--- config.mk ---
export PLATFORM = sky130hd
export DESIGN_NAME = mouse_packet_cursor_tracker
export DESIGN_NICKNAME = d
export VERILOG_FILES = /design/src/design/mpct_pkg.sv /design/src/design/mpct_wrap.sv /design/src/design/mpct_datapath.sv /design/src/design/mpct_ctrl.sv /design/src/design/mouse_packet_cursor_tracker.sv
export SDC_FILE = /design/constraint.sdc
export NUM_CORES = 1
export LEC_CHECK = 0
export BUFFER_PORTS_ARGS = -buffer_cell sky130_fd_sc_hd__buf_4
export CAP_MARGIN = 10
export CORE_ASPECT_RATIO = 1.5
export CORE_MARGIN = 8
export CORE_UTILIZATION = 30
export DETAILED_ROUTE_END_ITERATION = 6
export GPL_ROUTABILITY_DRIVEN = 0
export PLACE_DENSITY_LB_ADDON = 0.1
export SYNTH_ARGS = -nofsm -noshare
export SYNTH_HDL_FRONTEND = slang
export SYNTH_HIERARCHICAL = 1
export SYNTH_SLANG_ARGS = --single-unit
--- constraint.sdc ---
create_clock -name clk -period 3.35 [get_ports clk]
set_clock_uncertainty 0.05 [all_clocks]
set_input_delay 0.335 -clock clk [delete_from_list [all_inputs] [get_ports clk]]
set_output_delay 0.335 -clock clk [all_outputs]
set_load 0.005 [all_outputs]
--- src/design/mpct_pkg.sv ---
`default_nettype none
package mpct_pkg;

    // Reset values of the wrap bounds
    localparam int WIDTH_RESET  = 720;
    localparam int HEIGHT_RESET = 480;

    // Header bit positions
    localparam int SYNC_POS    = 3;
    localparam int X_SIGN_POS  = 4;
    localparam int Y_SIGN_POS  = 5;
    localparam int LEFT_POS    = 0;

    // Packet byte positions
    localparam logic [1:0] POS_HEADER = 2'd0;
    localparam logic [1:0] POS_X      = 2'd1;

    // Register indexes (address bit 2 selects)
    localparam logic REG_WIDTH  = 1'b0;
    localparam logic REG_HEIGHT = 1'b1;

    typedef enum logic [0:0] {
        ST_IDLE,
        ST_WRAP
    } mpct_state_t;

    // Controller to datapath
    typedef struct packed {
        logic accept;       // request taken this cycle
        logic wrap_start;   // launch both wrap units
        logic wrap_finish;  // commit wrapped cursor and load result
    } mpct_cmd_t;

    // Datapath to controller
    typedef struct packed {
        logic third_byte;   // next byte completes a packet
        logic wrap_done;    // both wrap units finished
    } mpct_status_t;

endpackage
`default_nettype wire

--- src/design/mpct_wrap.sv ---
`default_nettype none
module mpct_wrap #(
    parameter int W = 12
) (
    input  wire logic               clk,
    input  wire logic               rst_n,
    input  wire logic               start,
    input  wire logic signed [W+1:0] value,
    input  wire logic [W-1:0]       bound,
    output logic                    done,
    output logic [W-1:0]            result
);
    localparam int CNT_BITS = $clog2(W + 2);
    localparam logic [CNT_BITS-1:0] STEPS = CNT_BITS'(W + 1);

    logic                busy_reg, busy_next;
    logic [CNT_BITS-1:0] cnt_reg, cnt_next;
    logic [W:0]          mag_reg, mag_next;
    logic [W-1:0]        rem_reg, rem_next;
    logic                neg_reg, neg_next;
    logic [W:0]          rem_shift;
    logic [W+1:0]        neg_value;

    // Control state
    always_ff @(posedge clk or negedge rst_n)
    begin
        if (!rst_n)
        begin
            busy_reg <= 1'b0;
            cnt_reg  <= '0;
        end
        else
        begin
            busy_reg <= busy_next;
            cnt_reg  <= cnt_next;
        end
    end

    // Working registers
    always_ff @(posedge clk)
    begin
        mag_reg <= mag_next;
        rem_reg <= rem_next;
        neg_reg <= neg_next;
    end

    // One restoring remainder step per cycle on the magnitude
    always_comb
    begin
        neg_value = -value;
        rem_shift = {rem_reg, mag_reg[W]};
        busy_next = busy_reg;
        cnt_next  = cnt_reg;
        mag_next  = mag_reg;
        rem_next  = rem_reg;
        neg_next  = neg_reg;
        if (start)
        begin
            busy_next = 1'b1;
            cnt_next  = STEPS;
            neg_next  = value[W+1];
            mag_next  = value[W+1] ? neg_value[W:0] : value[W:0];
            rem_next  = '0;
        end
        else if (busy_reg && (cnt_reg != '0))
        begin
            cnt_next = cnt_reg - 1'b1;
            mag_next = {mag_reg[W-1:0], 1'b0};
            if (rem_shift >= {1'b0, bound})
                rem_next = W'(rem_shift - {1'b0, bound});
            else
                rem_next = rem_shift[W-1:0];
        end
        else if (busy_reg)
        begin
            busy_next = 1'b0;
        end
    end

    // True modulo: negative values fold back from the bound
    assign done = busy_reg && (cnt_reg == '0);

    always_comb
    begin
        if (bound == '0)
            result = '0;
        else if (neg_reg && (rem_reg != '0))
            result = bound - rem_reg;
        else
            result = rem_reg;
    end

endmodule
`default_nettype wire

--- src/design/mpct_datapath.sv ---
`default_nettype none
module mpct_datapath
    import mpct_pkg::*;
#(
    parameter int COORD_BITS = 12
) (
    input  wire logic                  clk,
    input  wire logic                  rst_n,
    input  wire mpct_cmd_t             cmd,
    output mpct_status_t               status,
    input  wire logic [7:0]            mouse_byte,
    input  wire logic                  cfg_write,
    input  wire logic                  cfg_sel,
    input  wire logic [31:0]           cfg_wdata,
    output logic [31:0]                cfg_rdata,
    output logic                       packet_complete,
    output logic                       resync_request,
    output logic                       erase_old,
    output logic [COORD_BITS-1:0]      old_x,
    output logic [COORD_BITS-1:0]      old_y,
    output logic [COORD_BITS-1:0]      new_x,
    output logic [COORD_BITS-1:0]      new_y,
    output logic [2:0]                 buttons
);
    localparam int CB = COORD_BITS;

    logic [CB-1:0] width_reg, height_reg;
    logic [1:0]    pos_reg, pos_next;
    logic [7:0]    header_reg, header_next;
    logic [7:0]    xbyte_reg, xbyte_next;
    logic [CB-1:0] cur_x_reg, cur_x_next;
    logic [CB-1:0] cur_y_reg, cur_y_next;

    logic          complete_reg, complete_next;
    logic          resync_reg, resync_next;
    logic          erase_reg, erase_next;
    logic [CB-1:0] old_x_reg, old_x_next;
    logic [CB-1:0] old_y_reg, old_y_next;
    logic [CB-1:0] new_x_reg, new_x_next;
    logic [CB-1:0] new_y_reg, new_y_next;
    logic [2:0]    btn_reg, btn_next;

    logic signed [8:0]    dx, dy;
    logic signed [CB+1:0] sum_x, sum_y;
    logic                 done_x, done_y;
    logic [CB-1:0]        wrap_x, wrap_y;

    // Configuration registers
    always_ff @(posedge clk or negedge rst_n)
    begin
        if (!rst_n)
        begin
            width_reg  <= CB'(WIDTH_RESET);
            height_reg <= CB'(HEIGHT_RESET);
        end
        else if (cfg_write)
        begin
            if (cfg_sel == REG_WIDTH)
                width_reg <= cfg_wdata[CB-1:0];
            else
                height_reg <= cfg_wdata[CB-1:0];
        end
    end

    assign cfg_rdata = (cfg_sel == REG_HEIGHT) ? 32'(height_reg) : 32'(width_reg);

    // Packet and cursor state
    always_ff @(posedge clk or negedge rst_n)
    begin
        if (!rst_n)
        begin
            pos_reg    <= POS_HEADER;
            header_reg <= '0;
            xbyte_reg  <= '0;
            cur_x_reg  <= '0;
            cur_y_reg  <= '0;
        end
        else
        begin
            pos_reg    <= pos_next;
            header_reg <= header_next;
            xbyte_reg  <= xbyte_next;
            cur_x_reg  <= cur_x_next;
            cur_y_reg  <= cur_y_next;
        end
    end

    // Result register
    always_ff @(posedge clk)
    begin
        complete_reg <= complete_next;
        resync_reg   <= resync_next;
        erase_reg    <= erase_next;
        old_x_reg    <= old_x_next;
        old_y_reg    <= old_y_next;
        new_x_reg    <= new_x_next;
        new_y_reg    <= new_y_next;
        btn_reg      <= btn_next;
    end

    // Signed deltas; y moves opposite to the mouse
    assign dx    = {header_reg[X_SIGN_POS], xbyte_reg};
    assign dy    = {header_reg[Y_SIGN_POS], mouse_byte};
    assign sum_x = $signed({2'b00, cur_x_reg}) + (CB+2)'(dx);
    assign sum_y = $signed({2'b00, cur_y_reg}) - (CB+2)'(dy);

    mpct_wrap #(.W(CB)) u_wrap_x (
        .clk    (clk),
        .rst_n  (rst_n),
        .start  (cmd.wrap_start),
        .value  (sum_x),
        .bound  (width_reg),
        .done   (done_x),
        .result (wrap_x)
    );

    mpct_wrap #(.W(CB)) u_wrap_y (
        .clk    (clk),
        .rst_n  (rst_n),
        .start  (cmd.wrap_start),
        .value  (sum_y),
        .bound  (height_reg),
        .done   (done_y),
        .result (wrap_y)
    );

    assign status.third_byte = pos_reg[1];
    assign status.wrap_done  = done_x && done_y;

    // Byte handling and result loading
    always_comb
    begin
        pos_next      = pos_reg;
        header_next   = header_reg;
        xbyte_next    = xbyte_reg;
        cur_x_next    = cur_x_reg;
        cur_y_next    = cur_y_reg;
        complete_next = complete_reg;
        resync_next   = resync_reg;
        erase_next    = erase_reg;
        old_x_next    = old_x_reg;
        old_y_next    = old_y_reg;
        new_x_next    = new_x_reg;
        new_y_next    = new_y_reg;
        btn_next      = btn_reg;

        if (cmd.accept && !pos_reg[1])
        begin
            // Header or x byte: result shows the unchanged cursor
            complete_next = 1'b0;
            resync_next   = 1'b0;
            erase_next    = 1'b0;
            btn_next      = '0;
            old_x_next    = cur_x_reg;
            old_y_next    = cur_y_reg;
            new_x_next    = cur_x_reg;
            new_y_next    = cur_y_reg;
            if (pos_reg == POS_HEADER)
            begin
                if (!mouse_byte[SYNC_POS])
                    resync_next = 1'b1;
                else
                begin
                    header_next = mouse_byte;
                    pos_next    = POS_X;
                end
            end
            else
            begin
                xbyte_next = mouse_byte;
                pos_next   = 2'd2;
            end
        end
        else if (cmd.wrap_finish)
        begin
            complete_next = 1'b1;
            resync_next   = 1'b0;
            erase_next    = !header_reg[LEFT_POS];
            btn_next      = header_reg[2:0];
            old_x_next    = cur_x_reg;
            old_y_next    = cur_y_reg;
            new_x_next    = wrap_x;
            new_y_next    = wrap_y;
            cur_x_next    = wrap_x;
            cur_y_next    = wrap_y;
            pos_next      = POS_HEADER;
        end
    end

    assign packet_complete = complete_reg;
    assign resync_request  = resync_reg;
    assign erase_old       = erase_reg;
    assign old_x           = old_x_reg;
    assign old_y           = old_y_reg;
    assign new_x           = new_x_reg;
    assign new_y           = new_y_reg;
    assign buttons         = btn_reg;

endmodule
`default_nettype wire

--- src/design/mpct_ctrl.sv ---
`default_nettype none
module mpct_ctrl
    import mpct_pkg::*;
(
    input  wire logic         clk,
    input  wire logic         rst_n,
    input  wire logic         in_valid,
    output logic              in_stall,
    output logic              out_valid,
    input  wire logic         out_stall,
    input  wire mpct_status_t status,
    output mpct_cmd_t         cmd
);
    mpct_state_t state_reg, state_next;
    logic        out_valid_reg, out_valid_next;

    always_ff @(posedge clk or negedge rst_n)
    begin
        if (!rst_n)
        begin
            state_reg     <= ST_IDLE;
            out_valid_reg <= 1'b0;
        end
        else
        begin
            state_reg     <= state_next;
            out_valid_reg <= out_valid_next;
        end
    end

    // Next state and commands
    always_comb
    begin
        state_next      = state_reg;
        cmd             = '0;
        in_stall        = 1'b1;
        out_valid_next  = out_valid_reg && out_stall;
        case (state_reg)
            ST_IDLE:
            begin
                // Take a request once the result slot is free or draining
                in_stall   = out_valid_reg && out_stall;
                cmd.accept = in_valid && !in_stall;
                if (cmd.accept)
                begin
                    if (status.third_byte)
                    begin
                        cmd.wrap_start = 1'b1;
                        state_next     = ST_WRAP;
                    end
                    else
                        out_valid_next = 1'b1;
                end
            end
            ST_WRAP:
            begin
                if (status.wrap_done)
                begin
                    cmd.wrap_finish = 1'b1;
                    out_valid_next  = 1'b1;
                    state_next      = ST_IDLE;
                end
            end
            default:
            begin
                state_next = ST_IDLE;
            end
        endcase
    end

    assign out_valid = out_valid_reg;

endmodule
`default_nettype wire

--- src/design/mouse_packet_cursor_tracker.sv ---
// Header and x bytes give their result in the cycle after acceptance;
// the third byte gives it once the bit-serial modulo units that wrap x and y
// in parallel have finished and the result register is loaded.
// Throughput: header and x bytes one per cycle unless a result stalls; a third byte
// holds off the next request until x and y are wrapped.
// Reset: asynchronous, active low; bounds return to 720 and 480, cursor to 0.
`default_nettype none
module mouse_packet_cursor_tracker
    import mpct_pkg::*;
#(
    parameter int COORD_BITS = 12
) (
    input  wire logic                  clk,
    input  wire logic                  rst_n,
    input  wire logic                  in_valid,
    output logic                       in_stall,
    input  wire logic [7:0]            mouse_byte,
    output logic                       out_valid,
    input  wire logic                  out_stall,
    output logic                       packet_complete,
    output logic                       resync_request,
    output logic                       erase_old,
    output logic [COORD_BITS-1:0]      old_x,
    output logic [COORD_BITS-1:0]      old_y,
    output logic [COORD_BITS-1:0]      new_x,
    output logic [COORD_BITS-1:0]      new_y,
    output logic [2:0]                 buttons,
    input  wire logic                  psel,
    input  wire logic                  penable,
    input  wire logic                  pwrite,
    input  wire logic [2:0]            paddr,
    input  wire logic [31:0]           pwdata,
    output logic [31:0]                prdata,
    output logic                       pready
);
    mpct_cmd_t    cmd;
    mpct_status_t status;
    logic         cfg_write;

    // Register write on the access phase
    assign pready    = 1'b1;
    assign cfg_write = psel && penable && pwrite && pready;

    mpct_ctrl u_ctrl (
        .clk       (clk),
        .rst_n     (rst_n),
        .in_valid  (in_valid),
        .in_stall  (in_stall),
        .out_valid (out_valid),
        .out_stall (out_stall),
        .status    (status),
        .cmd       (cmd)
    );

    mpct_datapath #(.COORD_BITS(COORD_BITS)) u_dp (
        .clk             (clk),
        .rst_n           (rst_n),
        .cmd             (cmd),
        .status          (status),
        .mouse_byte      (mouse_byte),
        .cfg_write       (cfg_write),
        .cfg_sel         (paddr[2]),
        .cfg_wdata       (pwdata),
        .cfg_rdata       (prdata),
        .packet_complete (packet_complete),
        .resync_request  (resync_request),
        .erase_old       (erase_old),
        .old_x           (old_x),
        .old_y           (old_y),
        .new_x           (new_x),
        .new_y           (new_y),
        .buttons         (buttons)
    );

endmodule
`default_nettype wire

==> run_results.csv <==
group,metric,value,unit
power_and_ir_drop,cellInternalPower,6506,uW
global_routing,grt_pass1_vias,9824,
setup_path,cp.required,3510,ps
power_and_ir_drop,p_seq_share,31.9,%
clock_network,path_clk_slew,90,ps
logic_synthesis,yosysSeqAreaShare,39.75,%
global_routing,grt_pass1_wl,57120,um
timing,slew_headroom,39.63,%
hold_path,hp-class,"in -> reg",
timing,period_share,99.80,%
timing,rsz0062_at_grt,"yes",
setup_path,criticalPathCategory,"reg -> reg",
clock_network,htreeDepth,4,
placement,place_ws,-127.0,ps
finish,final_cell_mix,"168 x buf_4, 133 x nand2_1, 92 x inv_1, 83 x a21oi_1, 77 x edfxtp_1",
power_and_ir_drop,switchingPower,4870,uW
finish,postLayoutCellArea,0.01447,mm2
floorplan,start_util,30.16,%
route,dr.pass1.iters,5,
timing,worst_slew_pin_slew,901.4,ps
logic_synthesis,synth_async_sr_flop_share,41.44,%
finish,final_common_cell,"buf_4",
finish,layout-drive-gt1-share,20.58,%
global_routing,overflow,0,
floorplan,ios,139,
timing,hold_ws,56.80,ps
clock_network,cts_sinks,181,
finish,fin_cells,1931,
power_and_ir_drop,powerDensity,786.1,mW/mm2
floorplan,fp.coreArea,0.03986,mm2
floorplan,die-area,0.04687,mm2
logic_synthesis,yosys_most_used_dff,"edfxtp_1",
clock_network,cts_tree,"yes",
global_routing,grt_usage,15.73,%
power_and_ir_drop,p_leak,0.006447,uW
timing,min_period,3343,ps
power_and_ir_drop,power.share.switching,42.81,%
placement,dp_cells,1891,
logic_synthesis,ys_types,88,
timing,timing.fmax,299.1,MHz
floorplan,row_count,90,
route,via_per_inst,5.045,
setup_path,critPathLaunchType,"flip-flop",
route,drt_iter0_drc,565,
finish,nNetsFinal,1543,
placement,port_buffers,95,
power_and_ir_drop,comb_power_share,49.6,%
route,vias,9741,
clock_network,cts_buffers,17,
global_routing,antenna_found_initial,1,
route,wl_per_cell,19.19,um
timing,fin_ws,6.631,ps
route,final_antenna_net_count,0,
finish,area_growth,20.37,%
timing,setup_viol,0,
logic_synthesis,ys_ff_latch,181,
route,drc,0,
flow_run,drv_cap,0,
logic_synthesis,syn_area_per_cell,9.534,um2
timing,hold_viol,0,
logic_synthesis,ys.warnings.count,6,
setup_path,crit_path_max_fanout,4,
floorplan,die_y,261.2,um
setup_path,crit_arrival,3510,ps
placement,place_area,0.01367,mm2
status,status,"finished, final reports clean",
logic_synthesis,synth_edf_count,77,
floorplan,die_w,179.5,um
power_and_ir_drop,clkPwrFrac,18.5,%
power_and_ir_drop,ir_drop,0.2565,mV
clock_network,clk_latency,470,ps
clock_network,cts.path.max_buffers,2,
setup_path,end_kind,"flip-flop",
timing,drv_slew,0,
route,drt-total-wl,37060,um
global_routing,grt_max_degree,46,
clock_network,cts_root_buf,"clkbuf_16",
placement,dp_hpwl,28590,um
logic_synthesis,synthCells,1261,
power_and_ir_drop,p_total,11380,uW
logic_synthesis,syn_area,0.01202,mm2
-- cells by family (layout without fill, tap and decap cells) --
| group | after synthesis | after routing | share of synthesized area (%) |
|---|---|---|---|
| other cells | 2 | 22 | 0.06246 |
| compound gates | 303 | 303 | 16.90 |
| buf+inv | 159 | 303 | 5.776 |
| xor+xnor | 65 | 65 | 4.735 |
| mux | 90 | 90 | 8.336 |
| flops | 181 | 181 | 39.75 |
| fa+ha+maj | 82 | 82 | 8.908 |
| simple gates | 379 | 379 | 15.53 |
-- repair_timing --
item	4_1_cts	5_1_grt
setup buffers	1	5
endpoints found under the setup margin	4	6
endpoints found under the hold margin	36	0
hold buffers	1	0
pin swaps	4	14
resized for setup	6	20
-- worst max-delay path, stage by stage, from the launching register on --
cell and delay (ps):
dfrtp_1 450, ha_1 290, nor2b_1 140, o31a_1 320
o31ai_4 200, a21boi_1 100, xor2_1 170, or4_4 540
or3_4 340, a21oi_2 140, xnor2_1 80, mux2_4 270
-- final timing paths --
path / endpoint / depth (start not counted) / slack, ps / startpoint
setup / recovery: u_dp/u_wrap_y/mag_reg[11] / 11 / 7 / u_dp/cur_y_reg[1]
hold / removal: u_dp/width_reg[6] / 2 / 60 / pwdata[6]
setup reg to reg: u_dp/u_wrap_y/mag_reg[11] / 11 / 7 / u_dp/cur_y_reg[1]
hold reg to reg: u_dp/packet_complete / 2 / 430 / u_dp/packet_complete
max in group asynchronous: u_dp/cur_x_reg[4] / 3 / 2180 / rst_n
min in group asynchronous: u_dp/width_reg[8] / 2 / 410 / rst_n
-- cells in the mapped netlist (all sizes together) (24+ instances only) --
library cell | count | area share (%)
a21o | 24 | 1.5
a21oi | 89 | 3.8
buf | 34 | 1.9
clkbuf | 25 | 0.78
dfrtp | 67 | 14
dfxtp | 29 | 4.8
edfxtp | 77 | 19
ha | 76 | 7.9
inv | 97 | 3.0
mux2 | 75 | 7.1
nand2 | 133 | 4.2
nand3 | 25 | 1.0
nor2 | 74 | 2.4
nor3 | 38 | 1.7
o21ai | 74 | 3.2
xnor2 | 33 | 2.4
xor2 | 32 | 2.3
-- power groups by stage --
| stage | clock, uW | combinational (uW) | sequential [uW] |
|---|---|---|---|
| after floorplan | 0 | 4200 | 3390 |
| after global placement | 0 | 5620 | 3690 |
| after detailed placement | 0 | 5640 | 3690 |
| after CTS | 2190 | 5680 | 3650 |
| after global routing | 2260 | 6320 | 3710 |
| final | 2100 | 5640 | 3630 |
-- stage by stage --
stage                     util (%)  setup TNS, ps
after CTS                    35.94         -11.51
final                        36.30              0
after detailed placement     34.29         -239.5
after global placement       34.29         -262.3
after global routing         36.30         -190.6
after floorplan                  -              0
-- final cells by class --
class / instances / area, um2
Sequential cell: 181 / 4780
Fill cell: 4131 / 25390
Clock inverter: 14 / 175.2
Clock buffer: 18 / 439.2
Inverter: 100 / 375.4
Multi-Input combinational cell: 940 / 6755
Antenna cell: 1 / 2.502
Timing Repair Buffer: 171 / 1311
Tap cell: 506 / 633.1
-- layer usage --
metal / global-route usage [%] / part of all wire, % / vias up
met5: 0 / 0 / -
met1: 17.23 / 40 / 4723
met3: 2.915 / 2.9 / 47
met2: 29.71 / 54 / 149
li1: - / - / 4822
met4: 6.012 / 2.8 / 0
Note: power is estimated with default switching activity, not from simulation.
